$ cat src/bvre_pkg.sv
package bvre_pkg;

	localparam int MaxBits    = 1024;
	localparam int StoreBytes = (MaxBits + 7) / 8;
	localparam int AddrW      = $clog2(StoreBytes);
	localparam int IdxW       = 10;
	localparam int LenW       = 11;
	localparam int PopW       = 11;
	localparam int PaddrW     = 3;

	localparam logic [2:0] KIND_GET    = 3'd0;
	localparam logic [2:0] KIND_PUT    = 3'd1;
	localparam logic [2:0] KIND_CLEAR  = 3'd2;
	localparam logic [2:0] KIND_SET    = 3'd3;
	localparam logic [2:0] KIND_INVERT = 3'd4;
	localparam logic [2:0] KIND_COUNT  = 3'd5;

	typedef enum logic [2:0] {
		ST_IDLE,
		ST_CHECK,
		ST_READ,
		ST_STEP,
		ST_FINISH
	} state_t;

	function automatic logic [3:0] ones_in_byte(input logic [7:0] b);
		logic [3:0] c;
		c = 4'd0;
		for (int i = 0; i < 8; i++) begin
			c = c + {3'd0, b[i]};
		end
		return c;
	endfunction

endpackage

$ cat src/bvre_ram.sv
module bvre_ram #(
	parameter int Width = 8,
	parameter int Depth = 128
) (
	input  logic                     clk,
	input  logic                     we,
	input  logic [$clog2(Depth)-1:0] waddr,
	input  logic [Width-1:0]         wdata,
	input  logic [$clog2(Depth)-1:0] raddr,
	output logic [Width-1:0]         rdata
);

	logic [Width-1:0] mem [Depth];

	always_ff @(posedge clk) begin
		if (we) begin
			mem[waddr] <= wdata;
		end
		rdata <= mem[raddr];
	end

endmodule

$ cat src/bit_vector_range_engine.sv
// Get and put visit the one byte that holds the bit; range requests walk each covered byte, and
// count walks each byte covering the vector length, through CHECK, READ, STEP per byte and FINISH.
// Rejected requests and count over zero length go from CHECK straight to FINISH.
// Busy holds through the done beat, so a new request is taken only after the last one is through.
// The byte walk of the single read-modify-write unit over the store sets the throughput.
// Reset clears the store at once through per-byte valid bits; length resets to 1024.
module bit_vector_range_engine (
	input  logic                      clk,
	input  logic                      arst_n,
	input  logic                      psel,
	input  logic                      penable,
	input  logic                      pwrite,
	input  logic [bvre_pkg::PaddrW-1:0] paddr,
	input  logic [31:0]               pwdata,
	output logic [31:0]               prdata,
	output logic                      pready,
	input  logic                      start,
	output logic                      busy,
	input  logic [2:0]                kind,
	input  logic [bvre_pkg::IdxW-1:0] index_low,
	input  logic [bvre_pkg::IdxW-1:0] index_high,
	input  logic                      bit_value,
	output logic                      done,
	output logic                      bit_out,
	output logic [bvre_pkg::PopW-1:0] population,
	output logic                      error
);

	import bvre_pkg::*;

	state_t state_q, state_d;

	logic [LenW-1:0]       len_q;
	logic [2:0]            kind_q;
	logic [IdxW-1:0]       lo_q, hi_q;
	logic                  bv_q;
	logic [AddrW-1:0]      addr_q, cur_q, last_q;
	logic [StoreBytes-1:0] valid_q;
	logic                  bit_q, err_q;
	logic [PopW-1:0]       pop_q;

	logic [LenW-1:0]  len_sat;
	logic [LenW-1:0]  cnt_bytes;
	logic             chk_err, cnt_empty, accept, cfg_we;
	logic [AddrW-1:0] first_byte, last_byte;
	logic [7:0]       rdata, byte_d, mask, bit_mask, new_byte;
	logic             ram_we;

	assign accept = start && !busy;
	assign cfg_we = psel && penable && pwrite && pready;
	assign pready = 1'b1;
	assign prdata = {{(32 - LenW){1'b0}}, len_q};

	always_ff @(posedge clk or negedge arst_n) begin
		if (!arst_n) begin
			len_q <= LenW'(MaxBits);
		end else if (cfg_we && paddr[PaddrW-1:2] == '0) begin
			len_q <= pwdata[LenW-1:0];
		end
	end

	assign len_sat   = (len_q > LenW'(MaxBits)) ? LenW'(MaxBits) : len_q;
	assign cnt_bytes = (len_sat + LenW'(7)) >> 3;
	assign cnt_empty = (cnt_bytes == '0);

	always_comb begin
		unique case (kind_q)
			KIND_GET, KIND_PUT:
				chk_err = ({1'b0, lo_q} >= len_sat);
			KIND_CLEAR, KIND_SET, KIND_INVERT:
				chk_err = ({1'b0, hi_q} >= len_sat) || (lo_q > hi_q);
			KIND_COUNT:
				chk_err = 1'b0;
			default:
				chk_err = 1'b1;
		endcase
	end

	always_comb begin
		if (kind_q == KIND_COUNT) begin
			first_byte = '0;
			last_byte  = AddrW'(cnt_bytes - LenW'(1));
		end else if (kind_q == KIND_GET || kind_q == KIND_PUT) begin
			first_byte = lo_q[IdxW-1:3];
			last_byte  = lo_q[IdxW-1:3];
		end else begin
			first_byte = lo_q[IdxW-1:3];
			last_byte  = hi_q[IdxW-1:3];
		end
	end

	always_comb begin
		state_d = state_q;
		unique case (state_q)
			ST_IDLE: begin
				if (start) state_d = ST_CHECK;
			end
			ST_CHECK: begin
				if (chk_err || (kind_q == KIND_COUNT && cnt_empty)) state_d = ST_FINISH;
				else state_d = ST_READ;
			end
			ST_READ: state_d = ST_STEP;
			ST_STEP: begin
				if (cur_q == last_q) state_d = ST_FINISH;
			end
			ST_FINISH: state_d = ST_IDLE;
			default:   state_d = ST_IDLE;
		endcase
	end

	always_comb begin
		busy   = (state_q != ST_IDLE);
		done   = (state_q == ST_FINISH);
		ram_we = (state_q == ST_STEP) && (kind_q != KIND_GET) && (kind_q != KIND_COUNT);
	end

	always_ff @(posedge clk or negedge arst_n) begin
		if (!arst_n) begin
			state_q <= ST_IDLE;
		end else begin
			state_q <= state_d;
		end
	end

	bvre_ram #(
		.Width(8),
		.Depth(StoreBytes)
	) u_store (
		.clk  (clk),
		.we   (ram_we),
		.waddr(cur_q),
		.wdata(new_byte),
		.raddr(addr_q),
		.rdata(rdata)
	);

	assign byte_d   = valid_q[cur_q] ? rdata : 8'h00;
	assign bit_mask = 8'h01 << lo_q[2:0];

	always_comb begin
		mask = 8'hFF;
		if (cur_q == lo_q[IdxW-1:3]) mask = mask & (8'hFF << lo_q[2:0]);
		if (cur_q == hi_q[IdxW-1:3]) mask = mask & (8'hFF >> (3'd7 - hi_q[2:0]));
	end

	always_comb begin
		case (kind_q)
			KIND_PUT:    new_byte = bv_q ? (byte_d | bit_mask) : (byte_d & ~bit_mask);
			KIND_CLEAR:  new_byte = byte_d & ~mask;
			KIND_SET:    new_byte = byte_d | mask;
			KIND_INVERT: new_byte = byte_d ^ mask;
			default:     new_byte = byte_d;
		endcase
	end

	always_ff @(posedge clk or negedge arst_n) begin
		if (!arst_n) begin
			valid_q <= '0;
		end else if (ram_we) begin
			valid_q[cur_q] <= 1'b1;
		end
	end

	always_ff @(posedge clk) begin
		if (accept) begin
			kind_q <= kind;
			lo_q   <= index_low;
			hi_q   <= index_high;
			bv_q   <= bit_value;
		end
		unique case (state_q)
			ST_CHECK: begin
				addr_q <= first_byte;
				last_q <= last_byte;
				bit_q  <= 1'b0;
				pop_q  <= '0;
				err_q  <= chk_err;
			end
			ST_READ: begin
				cur_q  <= addr_q;
				addr_q <= addr_q + AddrW'(1);
			end
			ST_STEP: begin
				cur_q  <= addr_q;
				addr_q <= addr_q + AddrW'(1);
				if (kind_q == KIND_GET || kind_q == KIND_PUT) begin
					bit_q <= byte_d[lo_q[2:0]];
				end
				if (kind_q == KIND_COUNT) begin
					pop_q <= pop_q + PopW'(ones_in_byte(byte_d));
				end
			end
			default: begin
			end
		endcase
	end

	assign bit_out    = bit_q;
	assign population = pop_q;
	assign error      = err_q;

	a_accept_busy: assert property (@(posedge clk) disable iff (!arst_n)
		accept |=> busy) else $error("busy not raised after accept");
	a_done_idle: assert property (@(posedge clk) disable iff (!arst_n)
		done |=> !busy) else $error("busy held after done beat");
	a_err_quiet: assert property (@(posedge clk) disable iff (!arst_n)
		done && error |-> population == '0 && !bit_out)
		else $error("rejected request returned data");
	a_write_busy: assert property (@(posedge clk) disable iff (!arst_n)
		ram_we |-> busy && !err_q) else $error("store written outside a valid request");

endmodule
$ cat config.mk
export PLATFORM = sky130hd
export DESIGN_NAME = bit_vector_range_engine
export DESIGN_NICKNAME = d
export VERILOG_FILES = /design/src/bvre_pkg.sv /design/src/bvre_ram.sv /design/src/bit_vector_range_engine.sv
export SDC_FILE = /design/constraint.sdc
export NUM_CORES = 2
export LEC_CHECK = 0
export BUFFER_PORTS_ARGS = -buffer_cell sky130_fd_sc_hd__buf_2
export CORE_MARGIN = 2
export CORE_UTILIZATION = 55
export DETAILED_ROUTE_END_ITERATION = 16
export GPL_ROUTABILITY_DRIVEN = 0
export PLACE_DENSITY_LB_ADDON = 0.12
export SYNTH_ARGS = -nofsm -noshare
export SYNTH_HDL_FRONTEND = slang
export SYNTH_SLANG_ARGS = --single-unit
$ cat constraint.sdc
create_clock -name clk -period 8.4 [get_ports clk]
set_input_delay 0.42 -clock clk [delete_from_list [all_inputs] [get_ports clk]]
set_output_delay 0.42 -clock clk [all_outputs]
set_load 0.01 [all_outputs]
Yosys cells after proc, flatten, opt, wreduce, memory -nomap -nowiden
Memories as Yosys holds them, arrays and structs flattened. A register that Yosys moved wholly into a read port is not among the register bits.
Index checks and enable logic that the tools add are counted.
{"block": "classes", "n_bitwise": 10, "eq_ne": 17, "mux": 27, "order_cmp": 7, "n_shift": 3, "n_addsub": 12, "n_reduce_logical": 25}
{"operator": "$or A128 B128 Y128", "n": 1}
{"operator": "$mux W8", "n": 4}
{"operator": "$pmux W8 S4", "n": 1}
{"operator": "$and A8 B8 Y8", "n": 3}
{"operator": "$ge A10 B11 Y1", "n": 2}
{"operator": "$mux W11", "n": 2}
{"operator": "$pmux W11 S2", "n": 1}
{"operator": "$eq A7 B7 Y1", "n": 3}
{"operator": "$mux W7", "n": 3}
{"operator": "$add A4 B1 Y4", "n": 4}
{"operator": "$not A8 Y8", "n": 2}
{"operator": "$or A8 B8 Y8", "n": 2}
{"operator": "$pmux W7 S2", "n": 1}
{"operator": "$eq A3 B2 Y1 const B", "n": 4}
{"operator": "$pmux W3 S4", "n": 1}
{"operator": "$add A11 B3 Y11 const B", "n": 1}
{"operator": "$add A11 B4 Y11", "n": 1}
{"operator": "$gt A11 B11 Y1 const B", "n": 1}
{"operator": "$logic_not A11 Y1", "n": 1}
{"operator": "$gt A10 B10 Y1", "n": 1}
{"operator": "$eq A3 B3 Y1 const B", "n": 3}
{"operator": "$mux W3", "n": 3}
{"operator": "$logic_and A1 B1 Y1", "n": 8}
{"operator": "$lt A7 B8 Y1 const B", "n": 1}
{"operator": "31 further kinds", "n": 47}
{"block": "word_totals", "in_bits": 65, "n_memories": 1, "mem_bits_rw": 1024, "out_inout_bits": 48, "wordCells": 115, "ff_bits": 200}
{"memory": "u_store.mem", "words": 128, "width": 8, "rd": 1, "rd_ports_with_merged_regs": 1, "wr": 1, "line_no": "bvre_ram.sv:13", "text": "logic [Width-1:0] mem [Depth];"}

Logic depth before layout (Yosys ltp)
{"block": "depth", "word_depth": 13, "depth_mapped": 25, "mapped_depth_nobuf": 21}

Hierarchy
Synthesis repeated with hierarchy kept, for this count alone.
{"block": "hier_totals", "cells_unflattened": 2651, "area_unflattened_um2": 50857.5}
{"module": "bvre_ram", "seq_area_each_um2": 30909.6, "instances": 1, "cells_each": 1635, "area_each_um2": 39665.5}
{"module": "bit_vector_range_engine", "seq_area_each_um2": 5296.3, "instances": 1, "cells_each": 1016, "area_each_um2": 11192.0}

Worst setup path before layout
OpenSTA, ideal clock, no wires.
{"block": "synth_path", "path_kind": "reg2reg", "startpoint": "register cur_q[1]", "endpoint": "memory u_store.mem[0][7], data pin", "synth_period_minus_slack_ns": 6.624, "setup_time_ns": 0.798, "arrival_ns": 5.826, "t_required_ns": 7.602, "n_path_buf": 3, "path_stages_with_launch": 16, "path_slack_ns": 1.776, "cell_sequence": "edfxtp_1 -> buf_2 -> buf_4 -> nor2_1 -> clkbuf_1 -> a221oi_1 -> o221a_2 -> nor4_1 -> nor4_2 -> nor3_1 -> ha_1 -> a21oi_1 -> o22a_1 -> o21ai_0 -> o31a_1 -> nor2_1"}
{"block": "synth_via", "elab_chain_cells": 7, "elab_cells_between_ends": 16, "classes_between": "eq/ne (2); mux (7); bitwise (7)"}
{"element": "from (decl)", "line_no": "bit_vector_range_engine.sv:37", "text": "logic [AddrW-1:0] addr_q, cur_q, last_q;"}
{"element": "from (signal assigned)", "line_no": "bit_vector_range_engine.sv:180", "text": "cur_q <= addr_q;"}
{"element": "from (signal assigned)", "line_no": "bit_vector_range_engine.sv:184", "text": "cur_q <= addr_q;"}
{"element": "branches (longest 6 deep; another with $mux W8)"}
{"element": "$pmux W8 S4 *", "line_no": "bit_vector_range_engine.sv:147", "text": "case (kind_q)"}
{"element": "named net new_byte[7]", "line_no": "bit_vector_range_engine.sv:46", "text": "logic [7:0] rdata, byte_d, mask, bit_mask, new_byte;"}
{"element": "to (decl)", "line_no": "bvre_ram.sv:13"}
Mark *: on every way through the listed nets, which the timed path passes. The select of a mux whose other input is x is not followed.

Worst setup path in the final report
{"block": "layout_path", "startpoint": "register cur_q[2]", "endpoint": "register pop_q[8] (netlist: population[8]), data pin"}
{"block": "layout_via", "elab_chain_cells": 13}
{"element": "$bmux W1 S7 *", "line_no": "bit_vector_range_engine.sv:137", "text": "assign byte_d = valid_q[cur_q] ? rdata : 8'h00;"}
{"element": "$mux W1 (implied by the code) *", "line_no": "bit_vector_range_engine.sv:137"}
{"element": "$mux W8 *", "line_no": "bit_vector_range_engine.sv:137"}
{"element": "$add A1 B1 Y2", "line_no": "bvre_pkg.sv:30", "text": "c = c + {3'd0, b[i]};"}
{"element": "$add A2 B1 Y3", "line_no": "bvre_pkg.sv:30"}
{"element": "$add A3 B1 Y4", "line_no": "bvre_pkg.sv:30"}
{"element": "$add A4 B1 Y4 (3 in series)", "line_no": "bvre_pkg.sv:30"}
{"element": "$add A4 B1 Y4 *", "line_no": "bvre_pkg.sv:30"}
{"element": "$add A11 B4 Y11 *", "line_no": "bit_vector_range_engine.sv:190", "text": "pop_q <= pop_q + PopW'(ones_in_byte(byte_d));"}
{"element": "$mux W11 *", "line_no": "bit_vector_range_engine.sv:189", "text": "if (kind_q == KIND_COUNT) begin"}
{"element": "$pmux W11 S2 *", "line_no": "bit_vector_range_engine.sv:171", "text": "unique case (state_q)"}
{"element": "to (signal assigned)", "line_no": "bit_vector_range_engine.sv:190"}
{"element": "to (decl)", "line_no": "bit_vector_range_engine.sv:40", "text": "logic [PopW-1:0] pop_q;"}
Every way passes the cells marked *; elsewhere a longest branch is shown, timed or not. The select of a mux whose other input is x is not followed.
A chain may end at the register's enable or synchronous reset.

==> impl_metrics.ini <==
[status]
status = completed

[min_path]
min_path_type = input port to async pin

[pwr]
vdd_drop_max_uv = 286
p_sw_w = 0.00634
p_seq_share_pct = 41.7
powerDensity_mw_per_mm2 = 354
netSwitchingFraction_pct = 31.9
clock_power_share_pct = 27.4
p_comb_share_pct = 30.9
power_w = 0.0199
p_int_w = 0.0136
p_leak_nw = 19.5

[detailed_routing]
wl_um = 118000
ant_nets = 0
wl_per_cell_um = 29.2
drtIter0Drc = 2658
vias_per_cell = 6.34
dr_total_vias = 25500
drc_errors = 0
dr.pass1.iters = 6

[floorplanning]
coreArea_mm2 = 0.0904
boundaryPins = 113
die_h_um = 307
die_w_um = 307
start_util_pct = 55.7
fp-row-count = 110
die_area_mm2 = 0.0940

[setup_path]
setup.worst_path.start = cur_q[2]$_DFFE_PN_
start_kind = register
required_ns = 8.83
crit_fanout = 35
critical_path_class = register to register
cp.arrival_ns = 7.41
critPathCaptureType = register
crit_slowest_cell = and2_1
crit_path_frequent_cell = fa_1
path_cells = buf_4 > and2_1 > a22o_1 > a221oi_1 > nor4_1 > nor4_2 > nor2_1 > buf_4 > nand2_1 > fa_1 > inv_1 > fa_1 > inv_1 > fa_1 > fa_1 > inv_1 > fa_1 > a21o_1 > a21oi_1 > nor2_1 > nand3_1 > xor2_1 > nor2_1
r2r_start = cur_q[2]$_DFFE_PN_
cp_top_family = adder cells
critPathMaxStageDelay_ns = 0.67
crit_buf_inv = 5

[final_layout]
n_antenna_cell = 0
multi_input_area_mm2 = 0.0134
layout.nets = 2876
layout-drive-gt1-share_pct = 27.5
syn2layout_area_growth_pct = 11.7
fin_util_pct = 62.2
layout_common_cells = edfxtp_1, mux4_2, nor2_1
final_common_cell = edfxtp_1
seq_area_mm2 = 0.0362
fill_cells = 6233

[clock_network]
h-tree-depth = 3
clk_latency_ns = 0.71
cts_sinks = 1232
root_buffer = clkbuf_16
clk_pin_slew_ns = 0.06
cts_made_buffers = 121
clk_path_buf_depth = 3
cts_setup_buffers = 0
ctsHoldBuffers = 37
cts_tree = built
cts-resized-gates = 0

[synthesis]
async_flop_share_pct = 11.5
synth.ff_latch_count = 1232
yosysWarnings = 0
ys_types = 73
syn_area_mm2 = 0.0504
yosys_most_used_dff = edfxtp_1
avgSynthCellArea_um2 = 19.2
synth_enable_flop_cells = 1082
ys_seq_area_share_pct = 71.9
syn_inst = 2629

[sta]
period_share_pct = 83.1
tightestPinTransition_ns = 1.27
setup_violations = 0
skew_ns = 0.0237
finalCriticalPeriod_ns = 6.98
slew_viol_final = 0
max_freq_mhz = 143
final_hold_viol_count = 0
relSlewSlack_pct = 14.7
rsz0062_at_grt = no
fin_tns_setup_ns = 0

[placed_design]
hpwlAfterDp_um = 72900
io_buffers = 67

[grt]
antenna_found_initial = 1
grt_max_degree = 137
grt_pass1_wl_um = 174000
grt_pass1_vias = 26400
grtUsageTotal_pct = 25.6
grt_overflow = 0

[job]
cap_viol_max_count = 0
-- through the flow --
step / instances / setup slack [ns] / cell area, um^2 / hold WS, ns
2_1_floorplan: 2649 / 1.78 / 50400 / 0.124
3_3_place_gp: 3768 / 1.64 / 51900 / 0.445
3_5_place_dp: 3768 / 1.54 / 51900 / 0.449
4_1_cts: 4030 / 1.49 / 56300 / 0.345
5_1_grt: 4030 / 1.05 / 56300 / 0.361
6_report: 4030 / 1.42 / 56300 / 0.306
-- sequential cells by signal, indices dropped and copies added (netlist names), 8 cells and up --
name	flops
valid_q	128
hi_q	10
u_store.rdata	8
lo_q	10
len_q	11
population	11
u_store.mem	1024
-- cells by family (layout without fill, tap and decap cells) --
group	Yosys count	count (layout)	synth area share, %
xor gates and xnor gates	41	41	0.713
and+or+nand+nor	506	506	5.02
adders and majority gates	60	60	1.56
other	2	22	0.0149
buffers and inverters	195	400	1.78
AOI/OAI and AO/OA	203	203	2.90
muxes	390	390	16.1
DFF	1232	1232	71.9
-- layout make-up --
| class | instances | share of cell area, % |
|---|---|---|
| flip-flops and latches | 1232 | 64.4 |
| multi-input cells | 1222 | 23.8 |
| clock buffers | 151 | 5.75 |
| well taps | 1176 | 2.62 |
| repair buffers | 138 | 1.81 |
| clock inverters | 74 | 1.40 |
| inverters | 37 | 0.247 |
-- power groups by stage --
stage | combinational [W] | clock (W) | sequential (W)
3_3_place_gp | 0.00599 | 0 | 0.00840
3_5_place_dp | 0.00617 | 0 | 0.00841
2_1_floorplan | 0.00417 | 0 | 0.00828
6_report | 0.00615 | 0.00545 | 0.00830
5_1_grt | 0.00659 | 0.00576 | 0.00833
4_1_cts | 0.00620 | 0.00551 | 0.00829
-- cell usage after synthesis (13+ instances only) --
library cell  number  area (um^2)
buf_1             13         48.8
and2_1            16          100
nor3_1            14         70.1
nand2_1           68          255
o21ai_0           30          150
ha_1              54          676
mux2i_1           30          300
xor2_1            19          166
a22oi_1           14          105
dfrtp_1          141         3530
nand3_1           21          105
or2_2            133          832
a221oi_1          17          149
clkbuf_1          76          285
buf_2             42          210
nor2b_1           14         87.6
xnor2_1           22          193
nand2b_1          23          144
inv_1             35          131
mux4_2           334         7520
a21oi_1           40          200
nor2_1           182          683
mux2_2            25          282
buf_4             24          180
edfxtp_1        1082        32500
-- worst paths after layout --
path                                                     to  slack [ns]  depth (start not counted)
min in group clk                          hi_q[3]$_DFFE_PP_        0.43                          2
max in group asynchronous           valid_q[30]$_DFFE_PN0P_        6.72                          3
worst max-delay path            population[8]$_SDFFCE_PN0P_        1.42                         23
worst max register to register  population[8]$_SDFFCE_PN0P_        1.42                         23
worst min register to register      valid_q[62]$_DFFE_PN0P_        0.46                          1
worst min-delay path                 state_q[0]$_DFFE_PN0P_        0.31                          2
-- per-layer routing --
| layer | routed length, um | global-route usage, % | up-vias |
|---|---|---|---|
| li1 | - | - | 10800 |
| met1 | 47000 | 34.9 | 13400 |
| met2 | 57500 | 41.5 | 1128 |
| met3 | 9320 | 5.93 | 240 |
| met4 | 3730 | 8.01 | 2 |
| met5 | 13 | 0 | - |
-- worst register-to-register path, stage by stage (launching register included) --
cell and delay (ns):
edfxtp_1 0.58, buf_4 0.57, and2_1 0.69, a22o_1 0.23, a221oi_1 0.13, nor4_1 0.50, nor4_2 0.20, nor2_1 0.14
buf_4 0.28, nand2_1 0.15, fa_1 0.52, inv_1 0.05, fa_1 0.49, inv_1 0.05, fa_1 0.56, fa_1 0.20
inv_1 0.06, fa_1 0.41, a21o_1 0.20, a21oi_1 0.26, nor2_1 0.12, nand3_1 0.11, xor2_1 0.15, nor2_1 0.05
Power figures use the tool's default switching activity.
